[config.mk]
export PLATFORM = sky130hd
export DESIGN_NAME = sensor_tare_averager_top
export DESIGN_NICKNAME = d
export VERILOG_FILES = /design/src/rtl/core/sta_pkg.sv /design/src/rtl/core/sta_alu.sv /design/src/rtl/core/sta_hist.sv /design/src/rtl/core/sta_ctrl.sv /design/src/rtl/core/sensor_tare_averager_top.sv
export SDC_FILE = /design/constraint.sdc
export NUM_CORES = 1
export LEC_CHECK = 0
export BUFFER_PORTS_ARGS = -buffer_cell sky130_fd_sc_hd__buf_4
export CAP_MARGIN = 20
export CORE_MARGIN = 2
export CORE_UTILIZATION = 55
export CTS_CLUSTER_SIZE = 24
export DETAILED_ROUTE_END_ITERATION = 8
export PLACE_DENSITY = 0.75
export SLEW_MARGIN = 40
export SYNTH_ARGS = -nofsm -noshare
export SYNTH_HDL_FRONTEND = slang
export SYNTH_HIERARCHICAL = 1
export SYNTH_SLANG_ARGS = --single-unit
[constraint.sdc]
create_clock -name clk -period 3.45 [get_ports clk]
set_input_delay 0.345 -clock clk [delete_from_list [all_inputs] [get_ports clk]]
set_output_delay 0.345 -clock clk [all_outputs]
set_load 0.1 [all_outputs]
[src/rtl/core/sta_pkg.sv]
// sta_pkg: shared types, constants and width helpers for the sensor tare averager
// used by sta_ctrl and sensor_tare_averager_top; no dependencies
package sta_pkg;

	localparam int DEF_HISTORY_DEPTH = 16;
	localparam int DEF_SAMPLE_BITS   = 12;

	localparam int RAW_W      = 12;
	localparam int CFG_W      = 12;
	localparam int FRAC_W     = 4;
	localparam int TARE_W     = 16;
	localparam int DIFF_W     = 17;
	localparam int S_TDATA_W  = 16;
	localparam int M_TDATA_W  = 40;

	typedef enum logic [0:0] {
		REG_MIN_VALID = 1'b0,
		REG_MAX_VALID = 1'b1
	} sta_reg_t;

	typedef enum logic [2:0] {
		ST_IDLE,
		ST_SAMPLE,
		ST_ACCUM,
		ST_TARE,
		ST_FINISH
	} sta_state_t;

	typedef struct packed {
		logic sample_en;
		logic acc_init;
		logic rd_en;
		logic tare_load;
		logic out_load;
	} sta_ctl_t;

	function automatic int sample_width(input int sbits);
		return (sbits < RAW_W) ? sbits : RAW_W;
	endfunction

	// numerator of the rounded mean: sum * 16 + depth / 2
	function automatic int num_width(input int depth, input int sbits);
		return sample_width(sbits) + FRAC_W + $clog2(depth);
	endfunction

	function automatic int cnt_width(input int depth);
		return $clog2(depth + 1);
	endfunction

endpackage

[src/rtl/core/sta_alu.sv]
// sta_alu: shared add / subtract unit used for accumulation and for tare
// removal; no dependencies
module sta_alu #(
	parameter int W = 16
) (
	input  logic [W-1:0] a,
	input  logic [W-1:0] b,
	input  logic         sub,
	output logic [W:0]   y
);

	// y[W] is the carry on add, the borrow on subtract
	always_comb begin
		if (sub) begin
			y = {1'b0, a} - {1'b0, b};
		end else begin
			y = {1'b0, a} + {1'b0, b};
		end
	end

endmodule

[src/rtl/core/sta_hist.sv]
// sta_hist: ring history memory, one write port and one registered read port
// no dependencies
module sta_hist #(
	parameter int DEPTH = 16,
	parameter int WIDTH = 12
) (
	input  logic                     clk,
	input  logic                     we,
	input  logic [$clog2(DEPTH)-1:0] waddr,
	input  logic [WIDTH-1:0]         wdata,
	input  logic                     re,
	input  logic [$clog2(DEPTH)-1:0] raddr,
	output logic [WIDTH-1:0]         rdata
);

	logic [WIDTH-1:0] mem [DEPTH];
	logic [WIDTH-1:0] rdata_q;

	always_ff @(posedge clk) begin
		if (we) begin
			mem[waddr] <= wdata;
		end
		if (re) begin
			rdata_q <= mem[raddr];
		end
	end

	assign rdata = rdata_q;

endmodule

[src/rtl/core/sta_ctrl.sv]
// sta_ctrl: sequencer for sample and zero requests, with the step counter
// depends on sta_pkg
module sta_ctrl #(
	parameter int HISTORY_DEPTH = sta_pkg::DEF_HISTORY_DEPTH
) (
	input  logic                 clk,
	input  logic                 arst_n,
	input  logic                 in_valid,
	input  logic                 in_action,
	input  logic                 out_free,
	output logic                 in_ready,
	output sta_pkg::sta_ctl_t    ctl,
	output logic [sta_pkg::cnt_width(HISTORY_DEPTH)-1:0] cnt
);

	localparam int CW = sta_pkg::cnt_width(HISTORY_DEPTH);

	sta_pkg::sta_state_t state_q, state_d;
	logic [CW-1:0]       cnt_q;

	always_comb begin
		state_d = state_q;
		unique case (state_q)
			sta_pkg::ST_IDLE: begin
				if (in_valid) begin
					state_d = in_action ? sta_pkg::ST_ACCUM : sta_pkg::ST_SAMPLE;
				end
			end
			sta_pkg::ST_SAMPLE: state_d = sta_pkg::ST_FINISH;
			sta_pkg::ST_ACCUM: begin
				if (cnt_q == CW'(HISTORY_DEPTH)) begin
					state_d = sta_pkg::ST_TARE;
				end
			end
			sta_pkg::ST_TARE: state_d = sta_pkg::ST_FINISH;
			sta_pkg::ST_FINISH: begin
				if (out_free) begin
					state_d = sta_pkg::ST_IDLE;
				end
			end
			default: state_d = sta_pkg::ST_IDLE;
		endcase
	end

	always_comb begin
		in_ready      = 1'b0;
		ctl           = '0;
		unique case (state_q)
			sta_pkg::ST_IDLE: begin
				in_ready     = 1'b1;
				ctl.acc_init = in_valid & in_action;
			end
			sta_pkg::ST_SAMPLE: ctl.sample_en = 1'b1;
			sta_pkg::ST_ACCUM:  ctl.rd_en     = (cnt_q < CW'(HISTORY_DEPTH));
			sta_pkg::ST_TARE:   ctl.tare_load = 1'b1;
			sta_pkg::ST_FINISH: ctl.out_load  = out_free;
			default: ;
		endcase
	end

	always_ff @(posedge clk or negedge arst_n) begin
		if (!arst_n) begin
			state_q <= sta_pkg::ST_IDLE;
			cnt_q   <= '0;
		end else begin
			state_q <= state_d;
			if (state_d != state_q) begin
				cnt_q <= '0;
			end else begin
				cnt_q <= cnt_q + CW'(1);
			end
		end
	end

	assign cnt = cnt_q;

endmodule

[src/rtl/core/sensor_tare_averager_top.sv]
// sensor_tare_averager_top: range check, ring history and tare removal for adc samples
// depends on sta_pkg, sta_alu, sta_hist, sta_ctrl
//
// channel  dir  handshake          payload
// s_       in   s_tvalid/s_tready  s_tdata: raw_sample; s_tuser: action
// m_       out  m_tvalid/m_tready  m_tdata: tared_pressure, in_range, sensor_ok,
//                                           zero_ready, tare_value
// cfg_     in   cfg_valid/cfg_ready cfg_index, cfg_data (min_valid, max_valid)
//
// a sample request makes one pass through the shared adder in ST_SAMPLE after acceptance
// a zero request reads and accumulates the history in ST_ACCUM, forms the mean by
// reciprocal multiplication and loads the tare in ST_TARE, then outputs in ST_FINISH
// the history is a single-port-read memory; unwritten entries are masked as zero
// the result load waits while a full output register is not taken; the next request
// is accepted in the cycle after the load; asynchronous reset clears history index,
// zero_ready, tare and min limit, sets sensor_ok and max limit; cfg_ready is always high
module sensor_tare_averager_top #(
	parameter int HISTORY_DEPTH = sta_pkg::DEF_HISTORY_DEPTH,
	parameter int SAMPLE_BITS   = sta_pkg::DEF_SAMPLE_BITS
) (
	input  logic                          clk,
	input  logic                          arst_n,
	input  logic                          s_tvalid,
	output logic                          s_tready,
	input  logic [sta_pkg::S_TDATA_W-1:0] s_tdata,  // [11:0] raw_sample, [15:12] zero
	input  logic                          s_tuser,  // [0] action
	output logic                          m_tvalid,
	input  logic                          m_tready,
	output logic [sta_pkg::M_TDATA_W-1:0] m_tdata,  // [16:0] tared_pressure, [17] in_range,
	                                                // [18] sensor_ok, [19] zero_ready,
	                                                // [35:20] tare_value, [39:36] zero
	input  logic                          cfg_valid,
	output logic                          cfg_ready,
	input  logic                          cfg_index,
	input  logic [sta_pkg::CFG_W-1:0]     cfg_data
);

	localparam int SW   = sta_pkg::sample_width(SAMPLE_BITS);
	localparam int NW   = sta_pkg::num_width(HISTORY_DEPTH, SAMPLE_BITS);
	localparam int CW   = sta_pkg::cnt_width(HISTORY_DEPTH);
	localparam int AW   = (NW > sta_pkg::TARE_W) ? NW : sta_pkg::TARE_W;
	localparam int KSH  = NW + $clog2(HISTORY_DEPTH);
	localparam int MW   = NW + 1;
	localparam int PW   = NW + MW;
	localparam int QW   = PW - KSH;
	localparam int QXW  = (QW > sta_pkg::TARE_W) ? QW : sta_pkg::TARE_W + 1;
	localparam logic [63:0] RECIP = ((64'd1 << KSH) + 64'(HISTORY_DEPTH - 1)) /
	                                64'(HISTORY_DEPTH);
	localparam int HW   = $clog2(HISTORY_DEPTH);
	localparam int IW   = $clog2(HISTORY_DEPTH + 1);
	localparam int HALF = HISTORY_DEPTH / 2;
	localparam int PADW = sta_pkg::M_TDATA_W - sta_pkg::DIFF_W - 3 - sta_pkg::TARE_W;

	sta_pkg::sta_ctl_t ctl;
	logic [CW-1:0]     cnt;
	logic              out_free;
	logic              s_accept;

	logic [SW-1:0]     min_q, max_q;
	logic [IW-1:0]     wi_q;
	logic              ready_q, ok_q;
	logic [sta_pkg::TARE_W-1:0] tare_q;
	logic              m_tvalid_q;
	logic [sta_pkg::M_TDATA_W-1:0] m_tdata_q;

	logic              act_q;
	logic [SW-1:0]     s_q;
	logic [sta_pkg::DIFF_W-1:0] diff_q;
	logic              inr_q;
	logic [AW-1:0]     acc_q;
	logic              add_s1, ev_s1;

	logic [AW-1:0]     alu_a, alu_b;
	logic              alu_sub;
	logic [AW:0]       alu_y;
	logic [SW-1:0]     hist_rdata;
	logic              wrap;
	logic [HW-1:0]     hist_waddr;
	logic              inr;
	logic              entry_valid;
	logic [PW-1:0]     prod;
	logic [QXW-1:0]    q_ext;
	logic [sta_pkg::TARE_W-1:0] tare_next;
	logic [sta_pkg::DIFF_W-1:0] res_diff;
	logic              res_inr;

	assign s_accept  = s_tvalid & s_tready;
	assign out_free  = ~m_tvalid_q | m_tready;
	assign cfg_ready = 1'b1;

	sta_ctrl #(
		.HISTORY_DEPTH (HISTORY_DEPTH)
	) u_ctrl (
		.clk       (clk),
		.arst_n    (arst_n),
		.in_valid  (s_tvalid),
		.in_action (s_tuser),
		.out_free  (out_free),
		.in_ready  (s_tready),
		.ctl       (ctl),
		.cnt       (cnt)
	);

	assign wrap       = (wi_q == IW'(HISTORY_DEPTH));
	assign hist_waddr = wrap ? '0 : wi_q[HW-1:0];

	sta_hist #(
		.DEPTH (HISTORY_DEPTH),
		.WIDTH (SW)
	) u_hist (
		.clk   (clk),
		.we    (ctl.sample_en),
		.waddr (hist_waddr),
		.wdata (s_q),
		.re    (ctl.rd_en),
		.raddr (cnt[HW-1:0]),
		.rdata (hist_rdata)
	);

	always_comb begin
		if (add_s1) begin
			alu_a   = acc_q;
			alu_b   = ev_s1 ? AW'({hist_rdata, 4'b0000}) : '0;
			alu_sub = 1'b0;
		end else begin
			alu_a   = AW'({s_q, 4'b0000});
			alu_b   = AW'(tare_q);
			alu_sub = 1'b1;
		end
	end

	sta_alu #(
		.W (AW)
	) u_alu (
		.a   (alu_a),
		.b   (alu_b),
		.sub (alu_sub),
		.y   (alu_y)
	);

	// mean by reciprocal multiplication, exact for any numerator below 2**NW
	assign prod        = PW'(acc_q[NW-1:0]) * PW'(RECIP[MW-1:0]);
	assign inr         = (s_q > min_q) && (s_q < max_q);
	assign entry_valid = ready_q || (cnt < CW'(wi_q));
	assign q_ext       = QXW'(prod[PW-1:KSH]);
	assign tare_next   = (|q_ext[QXW-1:sta_pkg::TARE_W]) ? '1 : q_ext[sta_pkg::TARE_W-1:0];
	assign res_diff    = act_q ? '0 : diff_q;
	assign res_inr     = act_q ? 1'b0 : inr_q;

	always_ff @(posedge clk or negedge arst_n) begin
		if (!arst_n) begin
			min_q      <= '0;
			max_q      <= '1;
			wi_q       <= '0;
			ready_q    <= 1'b0;
			ok_q       <= 1'b1;
			tare_q     <= '0;
			m_tvalid_q <= 1'b0;
			add_s1     <= 1'b0;
		end else begin
			if (cfg_valid && cfg_ready) begin
				unique case (sta_pkg::sta_reg_t'(cfg_index))
					sta_pkg::REG_MIN_VALID: min_q <= cfg_data[SW-1:0];
					sta_pkg::REG_MAX_VALID: max_q <= cfg_data[SW-1:0];
					default: ;
				endcase
			end
			if (ctl.sample_en) begin
				ok_q <= ok_q & inr;
				if (wrap) begin
					wi_q    <= IW'(1);
					ready_q <= 1'b1;
				end else begin
					wi_q <= wi_q + IW'(1);
				end
			end
			if (ctl.tare_load) begin
				tare_q <= tare_next;
			end
			add_s1 <= ctl.rd_en;
			if (ctl.out_load) begin
				m_tvalid_q <= 1'b1;
			end else if (m_tready) begin
				m_tvalid_q <= 1'b0;
			end
		end
	end

	always_ff @(posedge clk) begin
		if (s_accept) begin
			act_q <= s_tuser;
			s_q   <= s_tdata[SW-1:0];
		end
		if (ctl.sample_en) begin
			diff_q <= alu_y[sta_pkg::DIFF_W-1:0];
			inr_q  <= inr;
		end
		ev_s1 <= entry_valid;
		// acc holds the rounded-mean numerator
		if (ctl.acc_init) begin
			acc_q <= AW'(HALF);
		end else if (add_s1) begin
			acc_q <= alu_y[AW-1:0];
		end
		if (ctl.out_load) begin
			m_tdata_q <= {{PADW{1'b0}}, tare_q, ready_q, ok_q, res_inr, res_diff};
		end
	end

	assign m_tvalid = m_tvalid_q;
	assign m_tdata  = m_tdata_q;

	a_ok_sticky: assert property (@(posedge clk) disable iff (!arst_n) !$rose(ok_q))
		else $error("sensor_ok set again after clearing");

	a_ready_sticky: assert property (@(posedge clk) disable iff (!arst_n) !$fell(ready_q))
		else $error("zero_ready cleared after being set");

	a_index_bound: assert property (@(posedge clk) disable iff (!arst_n)
		wi_q <= IW'(HISTORY_DEPTH))
		else $error("history index beyond depth");

	a_tare_hold: assert property (@(posedge clk) disable iff (!arst_n)
		!$past(ctl.tare_load) |-> $stable(tare_q))
		else $error("tare changed outside a zero request");

endmodule

==> metrics.txt <==
status=finished clean; final WL=33300 um; CP cell instances=and2_4 -> nand2_1 -> o21ai_2 -> or3_4 -> nor4_4 -> buf_4 -> a31oi_4 -> xnor2_2 -> ha_4 -> nand4_1 -> o211ai_1 -> a21o_1 -> a221oi_2 -> xnor2_1 -> mux2i_1 -> nor2_1; commonest non-fill, non-tap cell in the layout=edfxtp_1; initial antenna violation count=2; Avg WL per Cell=20.6 um; Reg-to-Reg End=acc_q[18]; M1 wire length=14000 um; WHS Endpoint=min_q[9]; row cnt=61; crit path launch=add_s1; Worst path max stage delay=430 ps; clock latency on the worst-skew pair=540 ps; DR pass1 iterations=5; Cell Area, Synth=15400 um2; r2r worst-path depth=16; hold depth=3; Hold Path Origin=cfg_data[9]; overall power=18.7 mW; Max-Cap Viols=0; Crit Path Category=reg -> reg; Via density=5.69; Starting Density=0.556; Worst Path Required=3870 ps; I/O Pins=78; slowest CP cell=dfrtp_2; Slew @ Worst Pin=854 ps; vias in the first global route=9350; Peak Freq=0.300 GHz; most frequent cells in the layout=271 x edfxtp_1, 134 x buf_4, 73 x nand2_1; Setup crit start kind=flip-flop; Post-Syn Instances=1057; first-pass GRT wire length=51300 um; H-Tree Depth=2; Arr. time, crit path=3740 ps; Core ar.=27700 um2; GPL Wtd Cong=0.859; Max Slew Vio Count=0; Max transition margin=0.431; ANT nets after route=0; final setup TNS=0 ps; routed wl met3=1940 um; clk root buf=clkbuf_16; Reg2Reg Setup Slack=120 ps; RSZ-0062 raised after global routing=yes; HPWL after DPL=21200 um; Clock Pin Slew Worst Setup and Hold Paths=60 ps; total gr overflow=0; Die ar.=29300 um2; via count=9193; Finished Cell Area=18300 um2; min Tclk post-route=3330 ps; # clock sinks=349; Leak Pwr=6.87 nW; Critical Path Sink Type=flip-flop; power per cell area=1020 nW/um2; DRC=0; CTS max path bufs=3; crit-path max FO=6; Reg-to-Reg Start=add_s1; Inserted Diodes=0; Inserted Clock Buffers=36; largest net degree at the start of global routing=58; final core occ=0.661; die boundary height=171 um; routed wl met2=16400 um; count of final hold-check violations=0; Final period util=0.965; 1st-iter DRT viols=786; nets=1298; Avg Cell Area, Syn=14.6 um2; worst vdd ir=0.692 mV; Non-Filler Instances=1615; worst clock skew=25.7 ps; path type of the worst min-delay path=in -> reg; total track usage=0.234; Die W=171 um; share of cells above drive strength 1=0.259; TritonCTS clock tree=built; Placed Instance Area=16700 um2; placed cells=1527; area delta synth->final=19.0%; top routing layer used=met5; Setup-failing EPs final=0; synth warn=6; PortBufs=68
## how the worst max path moves through the flow
stage / endpoint / cells past startpoint
final: acc_q[18] / 16
after global placement: acc_q[19] / 18
after CTS: acc_q[15] / 16
after floorplan: acc_q[18] / 19
after detailed placement: acc_q[19] / 18
after global routing: acc_q[19] / 17
## registers in the layout, indices dropped and copies added (netlist names)
name and flops:
u_hist/mem 192, m_tdata 36, acc_q 20, diff_q 17, tare_q 16, max_q 12, min_q 12, s_q 12
u_hist/rdata 12, u_ctrl/cnt 5, wi_q 5, u_ctrl/state_q 3, act_q 1, add_s1 1, ev_s1 1, inr_q 1
m_tvalid 1, ok_q 1, ready_q 1
## layout make-up
type                       count  area, um2
fill                        1939       9390
clock buffer                  44        961
multi-input combinational    613       5170
clock inverter                21        264
timing repair buffer         152       1220
tap                          378        473
sequential                   349      10000
inverter                      58        218
## where the power goes
group          internal (mW)  switching [mW]  leakage (nW)
clock network           2.38            1.62         0.589
registers               5.54           0.512          3.33
logic                   3.74            4.89          2.96
## stage by stage
step	setup WS [ps]	hold WS, ps
final	122	30.7
after global routing	-100	27.9
after CTS	16.3	15.5
after detailed placement	-79.0	431
after global placement	-5.60	432
after floorplan	5.39	49.4
## layer usage
metal,vias up,GRT usage
li1,4240,-
met1,4612,0.303
met3,62,0.0497
met2,277,0.399
met4,2,0.0718
met5,-,0
## repair_timing
action | in CTS | in global routing
gates resized for setup | 8 | 30
gates cloned | 0 | 1
setup buffers | 2 | 7
pin swaps | 10 | 20
hold endpoints to repair | 56 | 0
setup endpoints to repair | 4 | 15
hold buffers | 13 | 0
## worst max-delay path: cells and delay by family (launching register included)
| kind | cells | cell delay [ps] |
|---|---|---|
| buf+inv | 1 | 190 |
| mux | 1 | 130 |
| compound gates | 5 | 750 |
| flops | 1 | 430 |
| simple gates | 6 | 1140 |
| xor+xnor | 2 | 320 |
| fa+ha+maj | 1 | 250 |
No activity file was read; power rests on OpenSTA's default activity.
